==> src/sv/b64e_pkg.sv <==
package b64e_pkg;

	// Default number of entries in the request queue between front and back.
	localparam int QUEUE_DEPTH = 2;

	// ASCII code of the padding character.
	localparam logic [7:0] PAD_CHAR = 8'h3D;

	// ASCII anchors of the alphabet ranges.
	localparam logic [7:0] CHAR_UPPER_A = 8'h41;
	localparam logic [7:0] CHAR_LOWER_A = 8'h61;
	localparam logic [7:0] CHAR_DIGIT_0 = 8'h30;
	localparam logic [7:0] CHAR_PLUS    = 8'h2B;
	localparam logic [7:0] CHAR_SLASH   = 8'h2F;

	// Lowest and highest ASCII codes the block can ever send.
	localparam logic [7:0] CHAR_MIN = 8'h2B;
	localparam logic [7:0] CHAR_MAX = 8'h7A;

	// Position within the current 3-byte group.
	typedef enum logic [2:0] {
		PH_0 = 3'b001,
		PH_1 = 3'b010,
		PH_2 = 3'b100
	} phase_t;

	// One output character: either a 6-bit code or a padding mark.
	typedef struct packed {
		logic       pad;
		logic [5:0] six;
	} slot_t;

	// Work for the back end: up to four characters produced by one byte.
	typedef struct packed {
		slot_t [3:0] slots;
		logic  [1:0] cnt_m1;
		logic        last;
	} job_t;

	// Maps a 6-bit code to its character of the standard alphabet.
	function automatic logic [7:0] enc_char(input logic [5:0] six);
		logic [7:0] wide;
		wide = {2'b00, six};
		if (six < 6'd26) begin
			return CHAR_UPPER_A + wide;
		end else if (six < 6'd52) begin
			return CHAR_LOWER_A + wide - 8'd26;
		end else if (six < 6'd62) begin
			return CHAR_DIGIT_0 + wide - 8'd52;
		end else if (six == 6'd62) begin
			return CHAR_PLUS;
		end else begin
			return CHAR_SLASH;
		end
	endfunction

endpackage

==> src/sv/b64e_front.sv <==
module b64e_front (
	input  logic          clk,
	input  logic          arst_n,
	input  logic          in_valid,
	input  logic [7:0]    in_byte,
	input  logic          in_last,
	input  logic          q_full,
	output logic          in_ready,
	output logic          push,
	output b64e_pkg::job_t push_job
);
	import b64e_pkg::*;

	phase_t     phase_q;
	logic [3:0] carry_q;
	phase_t     phase_nx;
	logic [3:0] carry_nx;

	assign in_ready = !q_full;
	assign push     = in_valid && !q_full;

	// Split the byte into the characters it completes and the bits it leaves.
	always_comb begin
		push_job = '0;
		phase_nx = PH_0;
		carry_nx = '0;
		unique case (phase_q)
			PH_1: begin
				push_job.slots[0].six = {carry_q[1:0], in_byte[7:4]};
				if (in_last) begin
					push_job.slots[1].six = {in_byte[3:0], 2'b00};
					push_job.slots[2].pad = 1'b1;
					push_job.cnt_m1       = 2'd2;
					push_job.last         = 1'b1;
				end else begin
					carry_nx = in_byte[3:0];
					phase_nx = PH_2;
				end
			end
			PH_2: begin
				push_job.slots[0].six = {carry_q, in_byte[7:6]};
				push_job.slots[1].six = in_byte[5:0];
				push_job.cnt_m1       = 2'd1;
				push_job.last         = in_last;
			end
			default: begin
				// An unknown phase is treated as the start of a group.
				push_job.slots[0].six = in_byte[7:2];
				if (in_last) begin
					push_job.slots[1].six = {in_byte[1:0], 4'b0000};
					push_job.slots[2].pad = 1'b1;
					push_job.slots[3].pad = 1'b1;
					push_job.cnt_m1       = 2'd3;
					push_job.last         = 1'b1;
				end else begin
					carry_nx = {2'b00, in_byte[1:0]};
					phase_nx = PH_1;
				end
			end
		endcase
	end

	// Group state advances on every accepted byte.
	always_ff @(posedge clk or negedge arst_n) begin
		if (!arst_n) begin
			phase_q <= PH_0;
			carry_q <= '0;
		end else if (push) begin
			phase_q <= phase_nx;
			carry_q <= carry_nx;
		end
	end

endmodule

==> src/sv/b64e_queue.sv <==
module b64e_queue #(
	parameter int DEPTH = b64e_pkg::QUEUE_DEPTH
) (
	input  logic                         clk,
	input  logic                         arst_n,
	input  logic                         push,
	input  b64e_pkg::job_t               push_job,
	input  logic                         pop,
	output b64e_pkg::job_t               head,
	output logic                         empty,
	output logic                         full,
	output logic [$clog2(DEPTH+1)-1:0]   level
);
	import b64e_pkg::*;

	localparam int PTR_W = (DEPTH > 1) ? $clog2(DEPTH) : 1;
	localparam int CNT_W = $clog2(DEPTH + 1);

	job_t             mem_q [DEPTH];
	logic [PTR_W-1:0] wr_ptr_q;
	logic [PTR_W-1:0] rd_ptr_q;
	logic [CNT_W-1:0] cnt_q;
	logic             do_push;
	logic             do_pop;

	assign empty   = (cnt_q == '0);
	assign full    = (cnt_q == CNT_W'(DEPTH));
	assign level   = cnt_q;
	assign head    = mem_q[rd_ptr_q];
	assign do_push = push && !full;
	assign do_pop  = pop && !empty;

	// Storage entries are written at the write pointer.
	always_ff @(posedge clk) begin
		if (do_push) begin
			mem_q[wr_ptr_q] <= push_job;
		end
	end

	// Pointers wrap at the last entry; the count tracks occupancy.
	always_ff @(posedge clk or negedge arst_n) begin
		if (!arst_n) begin
			wr_ptr_q <= '0;
			rd_ptr_q <= '0;
			cnt_q    <= '0;
		end else begin
			if (do_push) begin
				wr_ptr_q <= (wr_ptr_q == PTR_W'(DEPTH - 1)) ? '0 : wr_ptr_q + PTR_W'(1);
			end
			if (do_pop) begin
				rd_ptr_q <= (rd_ptr_q == PTR_W'(DEPTH - 1)) ? '0 : rd_ptr_q + PTR_W'(1);
			end
			if (do_push && !do_pop) begin
				cnt_q <= cnt_q + CNT_W'(1);
			end else if (do_pop && !do_push) begin
				cnt_q <= cnt_q - CNT_W'(1);
			end
		end
	end

endmodule

==> src/sv/b64e_back.sv <==
module b64e_back (
	input  logic           clk,
	input  logic           arst_n,
	input  b64e_pkg::job_t head,
	input  logic           empty,
	input  logic           out_ready,
	output logic           pop,
	output logic           out_valid,
	output logic [7:0]     out_char,
	output logic           out_last
);
	import b64e_pkg::*;

	logic [1:0] idx_q;
	logic       valid_q;
	logic [7:0] char_q;
	logic       last_q;
	logic       out_free;
	logic       emit;
	slot_t      cur;

	assign out_free  = !valid_q || out_ready;
	assign emit      = out_free && !empty;
	assign cur       = head.slots[idx_q];
	assign pop       = emit && (idx_q == head.cnt_m1);
	assign out_valid = valid_q;
	assign out_char  = char_q;
	assign out_last  = last_q;

	// Character index within the request at the head of the queue.
	always_ff @(posedge clk or negedge arst_n) begin
		if (!arst_n) begin
			idx_q   <= '0;
			valid_q <= 1'b0;
		end else begin
			if (emit) begin
				idx_q <= pop ? 2'd0 : idx_q + 2'd1;
			end
			if (out_free) begin
				valid_q <= !empty;
			end
		end
	end

	// Output register holds one character until the receiver takes it.
	always_ff @(posedge clk) begin
		if (emit) begin
			char_q <= cur.pad ? PAD_CHAR : enc_char(cur.six);
			last_q <= head.last && pop;
		end
	end

endmodule

==> src/sv/base64_stream_encoder.sv <==
// Streaming Base64 encoder with the standard alphabet and '=' padding.
// Input channel s_axis: one raw byte per request in tdata, with tlast
// marking the final byte of a message. Output channel m_axis: one ASCII
// character per request in tdata, with tlast on the final character of
// the encoded message.
// A front stage tracks the position in the 3-byte group and turns each
// byte into a request of one to four characters; a queue of QueueDepth
// requests decouples it from the back stage, which sends one character
// per cycle, while the receiver is ready, from a registered output.
// The first character of a byte is written into the queue and then into
// the output register before it is valid. Throughput: one character per
// cycle while the receiver is ready; a byte with tlast yields up to four
// characters for the back stage. The input accepts a byte every cycle while
// the queue has room.
// When the receiver stalls, the output register holds its character, the
// queue fills, and only then is s_axis_tready dropped.
// Reset clears the group position, the queue and the output valid; the
// block is ready for a new message as soon as reset is released.
module base64_stream_encoder #(
	parameter int QueueDepth = b64e_pkg::QUEUE_DEPTH
) (
	input  logic       clk,
	input  logic       arst_n,
	input  logic       s_axis_tvalid,
	output logic       s_axis_tready,
	input  logic [7:0] s_axis_tdata,   // [7:0] data_byte
	input  logic       s_axis_tlast,
	output logic       m_axis_tvalid,
	input  logic       m_axis_tready,
	output logic [7:0] m_axis_tdata,   // [7:0] out_char
	output logic       m_axis_tlast
);
	import b64e_pkg::*;

	localparam int CNT_W = $clog2(QueueDepth + 1);

	job_t             push_job;
	job_t             head;
	logic             push;
	logic             pop;
	logic             q_empty;
	logic             q_full;
	logic [CNT_W-1:0] q_level;

	// Byte intake and group tracking.
	b64e_front u_front (
		.clk      (clk),
		.arst_n   (arst_n),
		.in_valid (s_axis_tvalid),
		.in_byte  (s_axis_tdata),
		.in_last  (s_axis_tlast),
		.q_full   (q_full),
		.in_ready (s_axis_tready),
		.push     (push),
		.push_job (push_job)
	);

	// Request queue between the two halves.
	b64e_queue #(
		.DEPTH (QueueDepth)
	) u_queue (
		.clk      (clk),
		.arst_n   (arst_n),
		.push     (push),
		.push_job (push_job),
		.pop      (pop),
		.head     (head),
		.empty    (q_empty),
		.full     (q_full),
		.level    (q_level)
	);

	// Character output.
	b64e_back u_back (
		.clk       (clk),
		.arst_n    (arst_n),
		.head      (head),
		.empty     (q_empty),
		.out_ready (m_axis_tready),
		.pop       (pop),
		.out_valid (m_axis_tvalid),
		.out_char  (m_axis_tdata),
		.out_last  (m_axis_tlast)
	);

	// Queue occupancy never exceeds its depth.
	a_level_bound: assert property (@(posedge clk) disable iff (!arst_n)
		q_level <= CNT_W'(QueueDepth))
		else $error("request queue overfilled");

	// A push without a pop grows the queue by exactly one.
	a_level_grow: assert property (@(posedge clk) disable iff (!arst_n)
		push && !pop |=> q_level == $past(q_level) + CNT_W'(1))
		else $error("request queue count slipped");

	// Every character sent lies in the printable Base64 range.
	a_char_range: assert property (@(posedge clk) disable iff (!arst_n)
		m_axis_tvalid |-> (m_axis_tdata >= CHAR_MIN) && (m_axis_tdata <= CHAR_MAX))
		else $error("character outside the alphabet");

	// Back stage only pops while the queue holds a request.
	a_pop_nonempty: assert property (@(posedge clk) disable iff (!arst_n)
		pop |-> !q_empty)
		else $error("pop from empty request queue");

endmodule
==> config.mk <==
export PLATFORM = sky130hd
export DESIGN_NAME = base64_stream_encoder
export DESIGN_NICKNAME = d
export VERILOG_FILES = /design/src/sv/b64e_pkg.sv /design/src/sv/b64e_front.sv /design/src/sv/b64e_queue.sv /design/src/sv/b64e_back.sv /design/src/sv/base64_stream_encoder.sv
export SDC_FILE = /design/constraint.sdc
export NUM_CORES = 1
export LEC_CHECK = 0
export BUFFER_PORTS_ARGS = -buffer_cell sky130_fd_sc_hd__buf_2
export CORE_MARGIN = 5
export CORE_UTILIZATION = 45
export CTS_CLUSTER_DIAMETER = 50
export DETAILED_ROUTE_END_ITERATION = 8
export GPL_ROUTABILITY_DRIVEN = 0
export GPL_TIMING_DRIVEN = 0
export REMOVE_ABC_BUFFERS = 1
export SLEW_MARGIN = 20
export SYNTH_ARGS = -nofsm -noshare
export SYNTH_HDL_FRONTEND = slang
export SYNTH_SLANG_ARGS = --single-unit
==> constraint.sdc <==
create_clock -name clk -period 4.6 [get_ports clk]
set_input_delay 0.23 -clock clk [delete_from_list [all_inputs] [get_ports clk]]
set_output_delay 0.23 -clock clk [all_outputs]
set_load 0.05 [all_outputs]
# ---- After elaboration in Yosys (flattened, before gate mapping)
# Memory sizes are Yosys's and may differ from the RTL's.
# Cells that the tools add are included.
dict set report totals {
  out_inout_bits 11
  latchBits 0
  n_memories 1
  input_bits 13
  mem_bits_ro 0
  elab_cells 74
  ff_bits 23
  ramBits 34
}
# memory depth width rd rd_clocked_by_memory_dff wr line
set memory_table {}
lappend memory_table {u_queue.mem_q 2 17 1 0 1 b64e_queue.sv:19} ;# job_t mem_q [DEPTH];
dict set report op_classes {
  multipliers 0
  addsub 10
  magnitude_cmp 4
  div_mod_pow 0
  shift 0
  n_eq_ne 5
  n_bitwise 0
  n_reduce_logical 17
  n_mux 28
}
# cell n
set op_table {}
lappend op_table {{$mux 8} 3}
lappend op_table {{$pmux 9 s2} 1}
lappend op_table {{$add 7x6->8 const A} 2}
lappend op_table {{$bmux 7 s2} 1}
lappend op_table {{$lt 6x6->1 const B} 2}
lappend op_table {{$mux 3} 4}
lappend op_table {{$mux 6} 2}
lappend op_table {{$pmux 6 s2} 1}
lappend op_table {{$mux 2} 5}
lappend op_table {{$logic_and 1x1->1} 8}
lappend op_table {{$pmux 4 s2} 1}
lappend op_table {{$sub 8x5->8 const B} 1}
lappend op_table {{$sub 8x6->8 const B} 1}
lappend op_table {{$add 6x6->7 const A} 1}
lappend op_table {{$mux 1} 7}
lappend op_table {{$mux 7} 1}
lappend op_table {{$eq 6x6->1 const B} 1}
lappend op_table {{$lt 6x5->1 const B} 1}
lappend op_table {{$pmux 3 s2} 1}
lappend op_table {{$logic_not 1->1} 5}
lappend op_table {{$add 2x1->2 const B} 2}
lappend op_table {{$mux 4} 1}
lappend op_table {{$eq 3x2->1 const B} 1}
lappend op_table {{$eq 3x3->1 const B} 1}
lappend op_table {{other kinds (9)} 10}

# ---- Longest topological paths before layout
# Gate-level depths: netlist of run 1.
dict set report logic_depth {
  depth_word 8
  ltp_mapped 11
}

# ---- Modules after synthesis
# Synthesis of run 1 repeated with hierarchy kept, for this count alone.
dict set report unflattened {
  cells_unflattened 327
  area_unflattened_um2 4476.8
}
# mod instances cells_per_inst area_each_um2 seq_area_each_um2
set modules_own_cells {}
lappend modules_own_cells {b64e_queue 1 116 2587.5 1961.9}
lappend modules_own_cells {b64e_back 1 97 1027.2 345.3}
lappend modules_own_cells {b64e_front 1 114 862.1 176.4}

# ---- Worst setup path after synthesis of run 1
# Ideal clock, no wire load.
dict set report synth_path {
  path_kind {register -> register}
  from {register u_queue.rd_ptr_q}
  to {register u_back.char_q[3], in the netlist u_back.out_char[3] (data pin)}
  setup_ps 259
  path_slack_ps 1416
  period_less_slack_ps 3184
  stages_incl_launch_ff 11
  t_arrival_ps 2925
  cell_sequence {dfrtp_1 > buf_6 > mux4_2 > nand2_1 > inv_1 > ha_1 > and4b_1 > a221oi_1 > nand2b_1 > and4_1 > a211o_1}
}
dict set report synth_via {
  elab_chain_cells 8
  word_cells_on_any_way 14
  classes_between {5 x add/sub; 3 x order compare; 5 x mux; 1 x memory}
}
# item line
set synth_rtl {}
lappend synth_rtl {{start, declared} b64e_queue.sv:21} ;# logic [PTR_W-1:0] rd_ptr_q;
lappend synth_rtl {{start signal, assigned} b64e_queue.sv:51} ;# rd_ptr_q <= (rd_ptr_q == PTR_W'(DEPTH - 1)) ? '0 : rd_ptr_q + PTR_W'(1);
lappend synth_rtl {{$mem_v2 2x17 (*)} n/a}
lappend synth_rtl {{$bmux 7 s2 (*)} b64e_back.sv:24} ;# assign cur = head.slots[idx_q];
lappend synth_rtl {{$mux 7 (not written as such) (*)} b64e_back.sv:24}
lappend synth_rtl {{$add 6x6->7} b64e_pkg.sv:49} ;# return CHAR_DIGIT_0 + wide - 8'd52;
lappend synth_rtl {{$sub 8x6->8} b64e_pkg.sv:49}
lappend synth_rtl {{$mux 8} b64e_pkg.sv:48} ;# end else if (six < 6'd62) begin
lappend synth_rtl {{$mux 8} b64e_pkg.sv:46} ;# end else if (six < 6'd52) begin
lappend synth_rtl {{$mux 8} b64e_pkg.sv:44} ;# if (six < 6'd26) begin
lappend synth_rtl {{end signal, assigned} b64e_back.sv:48} ;# char_q <= cur.pad ? PAD_CHAR : enc_char(cur.six);
lappend synth_rtl {{end, declared} b64e_back.sv:16} ;# logic [7:0] char_q;
# Mark *: on every way between the ends. The rest lies on a longest branch, timed or not. The select of a mux whose other input is x is not followed.
# A chain may end at the register's enable or synchronous reset.

# ---- Final worst setup path of run 1
# Same ends and word-level chain as after synthesis.

==> results of run 1 <==
-- metrics by stage --
| step | instance area, um2 | instances | worst slack (ns) | power (W) |
|---|---|---|---|---|
| detailed placement | 3190 | 344 | 0.562 | 0.00235 |
| global placement | 3140 | 341 | 0.596 | 0.00230 |
| CTS | 3390 | 361 | 0.552 | 0.00283 |
| floorplan | 2930 | 241 | 1.26 | 0.00201 |
| finish | 3390 | 361 | 0.588 | 0.00280 |
| global route | 3390 | 361 | 0.281 | 0.00301 |
-- synthesized netlist by cell type, types with 2 or more instances --
| library cell | count |
|---|---|
| sky130_fd_sc_hd__xor2_1 | 3 |
| sky130_fd_sc_hd__mux2_2 | 4 |
| sky130_fd_sc_hd__mux4_2 | 5 |
| sky130_fd_sc_hd__a22oi_1 | 7 |
| sky130_fd_sc_hd__and2_1 | 3 |
| sky130_fd_sc_hd__a21oi_1 | 4 |
| sky130_fd_sc_hd__a32o_1 | 2 |
| sky130_fd_sc_hd__nand2_1 | 35 |
| sky130_fd_sc_hd__nand3_1 | 3 |
| sky130_fd_sc_hd__xnor2_1 | 8 |
| sky130_fd_sc_hd__clkbuf_1 | 3 |
| sky130_fd_sc_hd__a31oi_1 | 2 |
| sky130_fd_sc_hd__clkinv_1 | 2 |
| sky130_fd_sc_hd__buf_6 | 2 |
| sky130_fd_sc_hd__dfrtp_1 | 13 |
| sky130_fd_sc_hd__inv_1 | 12 |
| sky130_fd_sc_hd__mux2i_1 | 8 |
| sky130_fd_sc_hd__o21ai_0 | 9 |
| sky130_fd_sc_hd__a221oi_1 | 2 |
| sky130_fd_sc_hd__o211ai_1 | 3 |
| sky130_fd_sc_hd__ha_1 | 10 |
| sky130_fd_sc_hd__edfxtp_1 | 43 |
| sky130_fd_sc_hd__nor3_1 | 5 |
| sky130_fd_sc_hd__nand2b_1 | 4 |
| sky130_fd_sc_hd__a22o_1 | 5 |
| sky130_fd_sc_hd__nor2b_1 | 2 |
| sky130_fd_sc_hd__o21a_1 | 3 |
| sky130_fd_sc_hd__buf_2 | 2 |
| sky130_fd_sc_hd__nor2_1 | 19 |
-- report_power, final --
group / switching (W) / leakage (nW) / internal [W]
Combinational: 0.000867 / 0.695 / 0.000516
Sequential: 0.000128 / 0.577 / 0.000823
Clock: 0.000198 / 0.0928 / 0.000266
-- area by class of cell --
class / count / area share [%]
Timing Repair Buffer: 27 / 4.57
Clock buffer: 12 / 4.28
Clock inverter: 4 / 1.58
Tap cell: 77 / 2.84
Multi-Input combinational cell: 169 / 36.6
Sequential cell: 57 / 48.4
Inverter: 15 / 1.73
-- placed cells by master, fill, tap and decap left out, drive strengths merged, types with 2 or more instances in the layout --
cell,Yosys,layout
edfxtp,43,43
nand2,36,36
buf,4,26
nor2,20,20
dfrtp,13,13
inv,13,13
clkbuf,3,12
o21ai,11,11
ha,10,10
mux2i,8,8
xnor2,8,8
a22oi,7,7
a22o,6,6
mux4,5,5
nor3,5,5
mux2,4,4
nand2b,4,4
a21oi,4,4
and2,3,3
xor2,3,3
nand3,3,3
o21a,3,3
o211ai,3,3
clkinv,2,3
nor2b,2,2
a32o,2,2
a221oi,2,2
a31oi,2,2
clkinvlp,0,2
-- kinds of logic (layout without fill, tap and decap cells) --
group                      after synthesis  in the layout
xor gates and xnor gates                11             11
AOI/OAI and AO/OA                       49             49
buffers and inverters                   22             58
DFF                                     57             57
muxes                                   17             17
adders and majority gates               10             10
and+or+nand+nor                         82             82
-- worst max-delay path: stages, from the launching register on --
cell	delay [ns]
sky130_fd_sc_hd__dfrtp_1	0.83
sky130_fd_sc_hd__mux4_2	0.64
sky130_fd_sc_hd__nand2_1	0.21
sky130_fd_sc_hd__inv_1	0.16
sky130_fd_sc_hd__ha_1	0.27
sky130_fd_sc_hd__and4b_1	0.22
sky130_fd_sc_hd__a221oi_1	0.82
sky130_fd_sc_hd__nand2b_1	0.10
sky130_fd_sc_hd__and4_1	0.23
sky130_fd_sc_hd__a211o_1	0.28
-- routing by layer --
layer | routed length, um | track usage (%)
met5 | 0 | 0
met4 | 85 | 5.75
met3 | 219 | 3.88
met2 | 2770 | 25.1
met1 | 2710 | 19.4
-- worst paths after layout --
path | endpoint | cells after the start | startpoint | slack [ns]
min in group asynchronous | u_back.idx_q[0]$_DFFE_PN0P_ | 2 | arst_n | 0.32
setup reg to reg | u_back.out_char[3]$_SDFFCE_PP1P_ | 9 | u_queue.rd_ptr_q$_DFFE_PN0P_ | 0.59
max in group asynchronous | u_front.phase_q[0]$_DFFE_PN1P_ | 2 | arst_n | 3.98
hold reg to reg | u_front.carry_q[3]$_DFFE_PN0P_ | 2 | u_front.carry_q[3]$_DFFE_PN0P_ | 0.48
hold / removal | u_back.out_valid$_DFFE_PN0N_ | 2 | m_axis_tready | 0.09
setup / recovery | u_back.out_char[3]$_SDFFCE_PP1P_ | 9 | u_queue.rd_ptr_q$_DFFE_PN0P_ | 0.59
-- sequential cells by signal (all words and copies together) (netlist names) --
signal            count
u_back.idx_q          2
u_back.out_char       8
u_back.out_last       1
u_back.out_valid      1
u_front.carry_q       4
u_front.phase_q       3
u_queue.level         2
u_queue.mem_q        34
u_queue.rd_ptr_q      1
u_queue.wr_ptr_q      1
-- timing repair --
| item | CTS | global route |
|---|---|---|
| setup buffers | 0 | 0 |
| hold endpoints to repair | 13 | 0 |
| hold buffers | 1 | 0 |
| resized for setup | 0 | 0 |
==> metrics.txt, run 1 <==
run status completed; 1st-iter DRT viols 83; endpoint type of the worst setup path register; Setup violations, final 0; number of enable-type register cells in the synthesized netlist 43; largest family of logic cells by synthesized area simple AND/OR/NAND/NOR gates; Synth top area share 43.4%; wire length of the first global-routing pass 10000 um; compound-gate portion of the synthesized area 12.8%; full die area 0.00833 mm2; post-synthesis cell type with the largest combined area sky130_fd_sc_hd__edfxtp_1; highest attainable clock frequency 249 MHz; clock tree skew after final layout 0.0153 ns; number of hold violations in the final report 0; aggregate global routing overflow 0; detail-routed via count per cell 5.52; clk_lat worst skew 0.34 ns; vertical extent of the die 91.3 um; endpoint required time on the critical path 4.69 ns; post-layout min period 4.01 ns; synthesized area per cell 12.0 um2; total length of routed wires 5780 um; initial antenna violation count 0; Tightest Hold Check Type primary input to register; number of distinct library cell variants in the gate-level netlist after synthesis 54; DRC violations left 0; register bit count reported by yosys 57; CTS clock-pin slew for the worst setup and hold paths 0.08 ns; relative slew slack 37.1%; Leak Pwr 1.36 nW; warnings from Yosys 0; layout cells sized above 1 22.2%; buffers added on ports 23; number of clock sinks 57; CTS Root Cell sky130_fd_sc_hd__clkbuf_8; number of diodes 0; fraction of the cycle the final worst path needs 87.2%; Nets 302; CTS tree built; global-route total usage across every layer 15.2%; synthesized instance count 248; max-slew violation total from the final report 0; setup repair after global routing missed its margin false; antenna viol nets, final 0; ratio of total power to cell area 824 mW/mm2; synthesis-to-finish area growth 14.1%; vias in the first global route 2041; portion of netlist area occupied by mux cells 7.99%; most frequently used flop master after synthesis sky130_fd_sc_hd__edfxtp_1; type of element launching the critical path register; critical path fanouts, max 13; maximum VDD drop 0.490 mV; critical path arrival 4.10 ns; Mapped Area 0.00297 mm2; async set-reset flop share out of synthesis 24.6%; core region area 0.00639 mm2; Initial Util 46.6%; Setup CP Type register to register; detailed-router iteration count before antenna repair 4; largest net degree at the start of global routing 16; H-tree depth 3; footprint of the flip-flops and latches 0.00164 mm2; final hold slack 0.0916 ns; Bufs on Longest Clock Path 2; total negative setup slack 0 ns; horizontal die dimension 91.3 um; simple-gate portion of the synthesized area 13.1%; cts bufs inserted 9; multi-input combinational cell area 0.00124 mm2; vias post-DR 1991; pin slew with the least headroom to its limit 0.944 ns; IO Count 24; Core Util, Final 53.2%; XOR/XNOR share of the synthesized area 3.24%; Post-Synth Adder-Cell Area 4.21%; WL per Instance 16.0 um; half-perimeter wire length after placement 4170 um; number of rows in the core area 29; sequential element share of the synthesized area 55.2%; Filler Cells Inserted 562; max_cap viols 0; leading post-synthesis cells by cell area sky130_fd_sc_hd__edfxtp_1 43%, sky130_fd_sc_hd__dfrtp_1 11%, sky130_fd_sc_hd__nand2_1 4.4%
No activity file was read; power rests on OpenSTA's default activity.
==> run 2, diff against run 1 <==
--- a/config.mk
+++ b/config.mk
@@ -6,8 +6,10 @@
 export NUM_CORES = 1
 export LEC_CHECK = 0
 export BUFFER_PORTS_ARGS = -buffer_cell sky130_fd_sc_hd__buf_2
+export CORE_ASPECT_RATIO = 2
 export CORE_MARGIN = 5
 export CORE_UTILIZATION = 45
+export CTS_BUF_LIST = sky130_fd_sc_hd__clkbuf_4 sky130_fd_sc_hd__clkbuf_8
 export CTS_CLUSTER_DIAMETER = 50
 export DETAILED_ROUTE_END_ITERATION = 8
 export GPL_ROUTABILITY_DRIVEN = 0
==> run 2 against run 1 <==
Effect of this change:
- clock power about the same
- count of clock-buffer cells in the layout decreased by 1
- non-clock buffer count unchanged
- setup slack got worse by 0.14 ns
- global-route usage increased by 0.87 points
- via count increased by 1.2%
- combinational power about the same
- sequential share of layout area decreased by 0.28 points
- final cell count increased by 3.0%
- wire length increased by 4.5%
- sequential cell count unchanged
- die area increased by 1.2%
- critical path type unchanged
- critical endpoint unchanged
- highest routed layer unchanged
==> metrics.txt, run 2 (synthesized netlist as in run 1, its figures left out) <==
run status completed; Initial Util 45.6%; DRC violations left 0; post-layout min period 4.15 ns; initial antenna violation count 0; total negative setup slack 0 ns; max-slew violation total from the final report 0; IO Count 24; vertical extent of the die 125 um; detailed-router iteration count before antenna repair 4; detail-routed via count per cell 5.42; buffers added on ports 23; clock tree skew after final layout 0.00697 ns; Setup violations, final 0; maximum VDD drop 0.491 mV; H-tree depth 3; fraction of the cycle the final worst path needs 90.3%; Tightest Hold Check Type primary input to register; total length of routed wires 6040 um; most flop-heavy register u_queue.mem_q; Critical Path End u_back.out_char[3]$_SDFFCE_PP1P_; critical path fanouts, max 13; full die area 0.00843 mm2; Nets 302; WL per Instance 16.2 um; vias in the first global route 2050; ratio of total power to cell area 827 mW/mm2; Setup CP Type register to register; Bufs on Longest Clock Path 2; max_cap viols 0; horizontal die dimension 67.5 um; Critical path origin u_queue.rd_ptr_q$_DFFE_PN0P_; endpoint type of the worst setup path register; pin slew with the least headroom to its limit 1.07 ns; reg-to-reg critical path endpoint u_back.out_char[3]$_SDFFCE_PP1P_; commonest non-fill, non-tap cells in the layout 43 x sky130_fd_sc_hd__edfxtp_1, 35 x sky130_fd_sc_hd__nand2_1, 23 x sky130_fd_sc_hd__buf_2, 17 x sky130_fd_sc_hd__nor2_1, 13 x sky130_fd_sc_hd__dfrtp_1; number of gates resized after cts 0; clk_lat worst skew 0.33 ns; Leak Pwr 1.37 nW; largest net degree at the start of global routing 16; worst slack, placed 0.499 ns; number of rows in the core area 42; 1st-iter DRT viols 130; max reg flops 34; setup slack after layout 0.447 ns; Core Util, Final 52.4%; critical path arrival 4.23 ns; global-route total usage across every layer 16.1%; vias post-DR 2015; CTS Root Cell sky130_fd_sc_hd__clkbuf_8; core region area 0.00652 mm2; cts bufs inserted 9; wire length of the first global-routing pass 9940 um; CTS clock-pin slew for the worst setup and hold paths 0.06 ns; type of element launching the critical path register; half-perimeter wire length after placement 4380 um; antenna viol nets, final 0; setup slack of the worst register-to-register path 0.45 ns; CTS tree built; highest attainable clock frequency 241 MHz; number of hold violations in the final report 0; aggregate global routing overflow 0; endpoint required time on the critical path 4.68 ns; worst reg2reg startpoint u_queue.rd_ptr_q$_DFFE_PN0P_; relative slew slack 28.9%; startpoint of the worst hold path m_axis_tready; R2R cell count 9; setup repair after global routing missed its margin false; synthesis-to-finish area growth 14.8%; number of clock sinks 57; layout cells sized above 1 22.5%; most frequent standard cell in the layout excluding fill and tap cells sky130_fd_sc_hd__edfxtp_1; number of diodes 0
-- run 2: cell types whose count changed in the layout (fill, tap and decap cells not counted), sizes merged --
cell,change
clkbuf,-1
clkinv,+1
-- run 2: layout make-up --
class                           count  area (um2)
Clock buffer                       11         151
Clock inverter                      5        53.8
Fill cell                         621        3100
Inverter                           15        58.8
Multi-Input combinational cell    169        1240
Sequential cell                    57        1640
Tap cell                           88         110
Timing Repair Buffer               27         155
-- run 2: through the flow --
| stage | std cells | hold slack [ns] | instance area [um2] | power (W) |
|---|---|---|---|---|
| 3_3_place_gp | 352 | 0.144 | 3160 | 0.00230 |
| 5_1_grt | 372 | 0.0673 | 3410 | 0.00303 |
| 4_1_cts | 372 | 0.0601 | 3410 | 0.00285 |
| 3_5_place_dp | 355 | 0.144 | 3200 | 0.00237 |
| 2_1_floorplan | 241 | -0.0656 | 2930 | 0.00201 |
| 6_report | 372 | 0.0851 | 3410 | 0.00282 |
-- run 2: where the power goes --
group | internal (W) | switching [W]
clock network | 0.000276 | 0.000190
logic | 0.000519 | 0.000889
registers | 0.000823 | 0.000127
-- run 2: routing by layer --
metal | track usage [%] | vias up | wire length, um
met1 | 19.2 | 1001 | 2520
met5 | 0 | - | 0
met3 | 4.67 | 4 | 210
met4 | 7.54 | 0 | 60
li1 | - | 977 | -
met2 | 26.0 | 33 | 3240
-- run 2: worst min path at each step --
stage | endpoint | slack (ns) | depth (start not counted)
6_report | u_back.out_valid$_DFFE_PN0N_ | 0.09 | 2
5_1_grt | u_back.out_valid$_DFFE_PN0N_ | 0.07 | 2
4_1_cts | u_back.out_valid$_DFFE_PN0N_ | 0.06 | 2
3_5_place_dp | u_queue.level[1]$_DFFE_PN0P_ | 0.14 | 1
3_3_place_gp | u_back.out_valid$_DFFE_PN0N_ | 0.14 | 1
2_1_floorplan | u_back.idx_q[0]$_DFFE_PN0P_ | -0.07 | 0
-- run 2: timing repair --
action,in CTS,in global routing
hold endpoints to repair,13,0
buffers inserted,0,0
hold buffers,1,0
-- run 2: critical path, cell delays in order (launching register included) --
cell and delay, ns:
sky130_fd_sc_hd__dfrtp_1 0.83, sky130_fd_sc_hd__mux4_2 0.66, sky130_fd_sc_hd__nand2_1 0.21, sky130_fd_sc_hd__inv_1 0.16, sky130_fd_sc_hd__ha_1 0.28, sky130_fd_sc_hd__and4b_1 0.23, sky130_fd_sc_hd__a221oi_1 0.91, sky130_fd_sc_hd__nand2b_1 0.11
sky130_fd_sc_hd__and4_1 0.24, sky130_fd_sc_hd__a211o_1 0.26
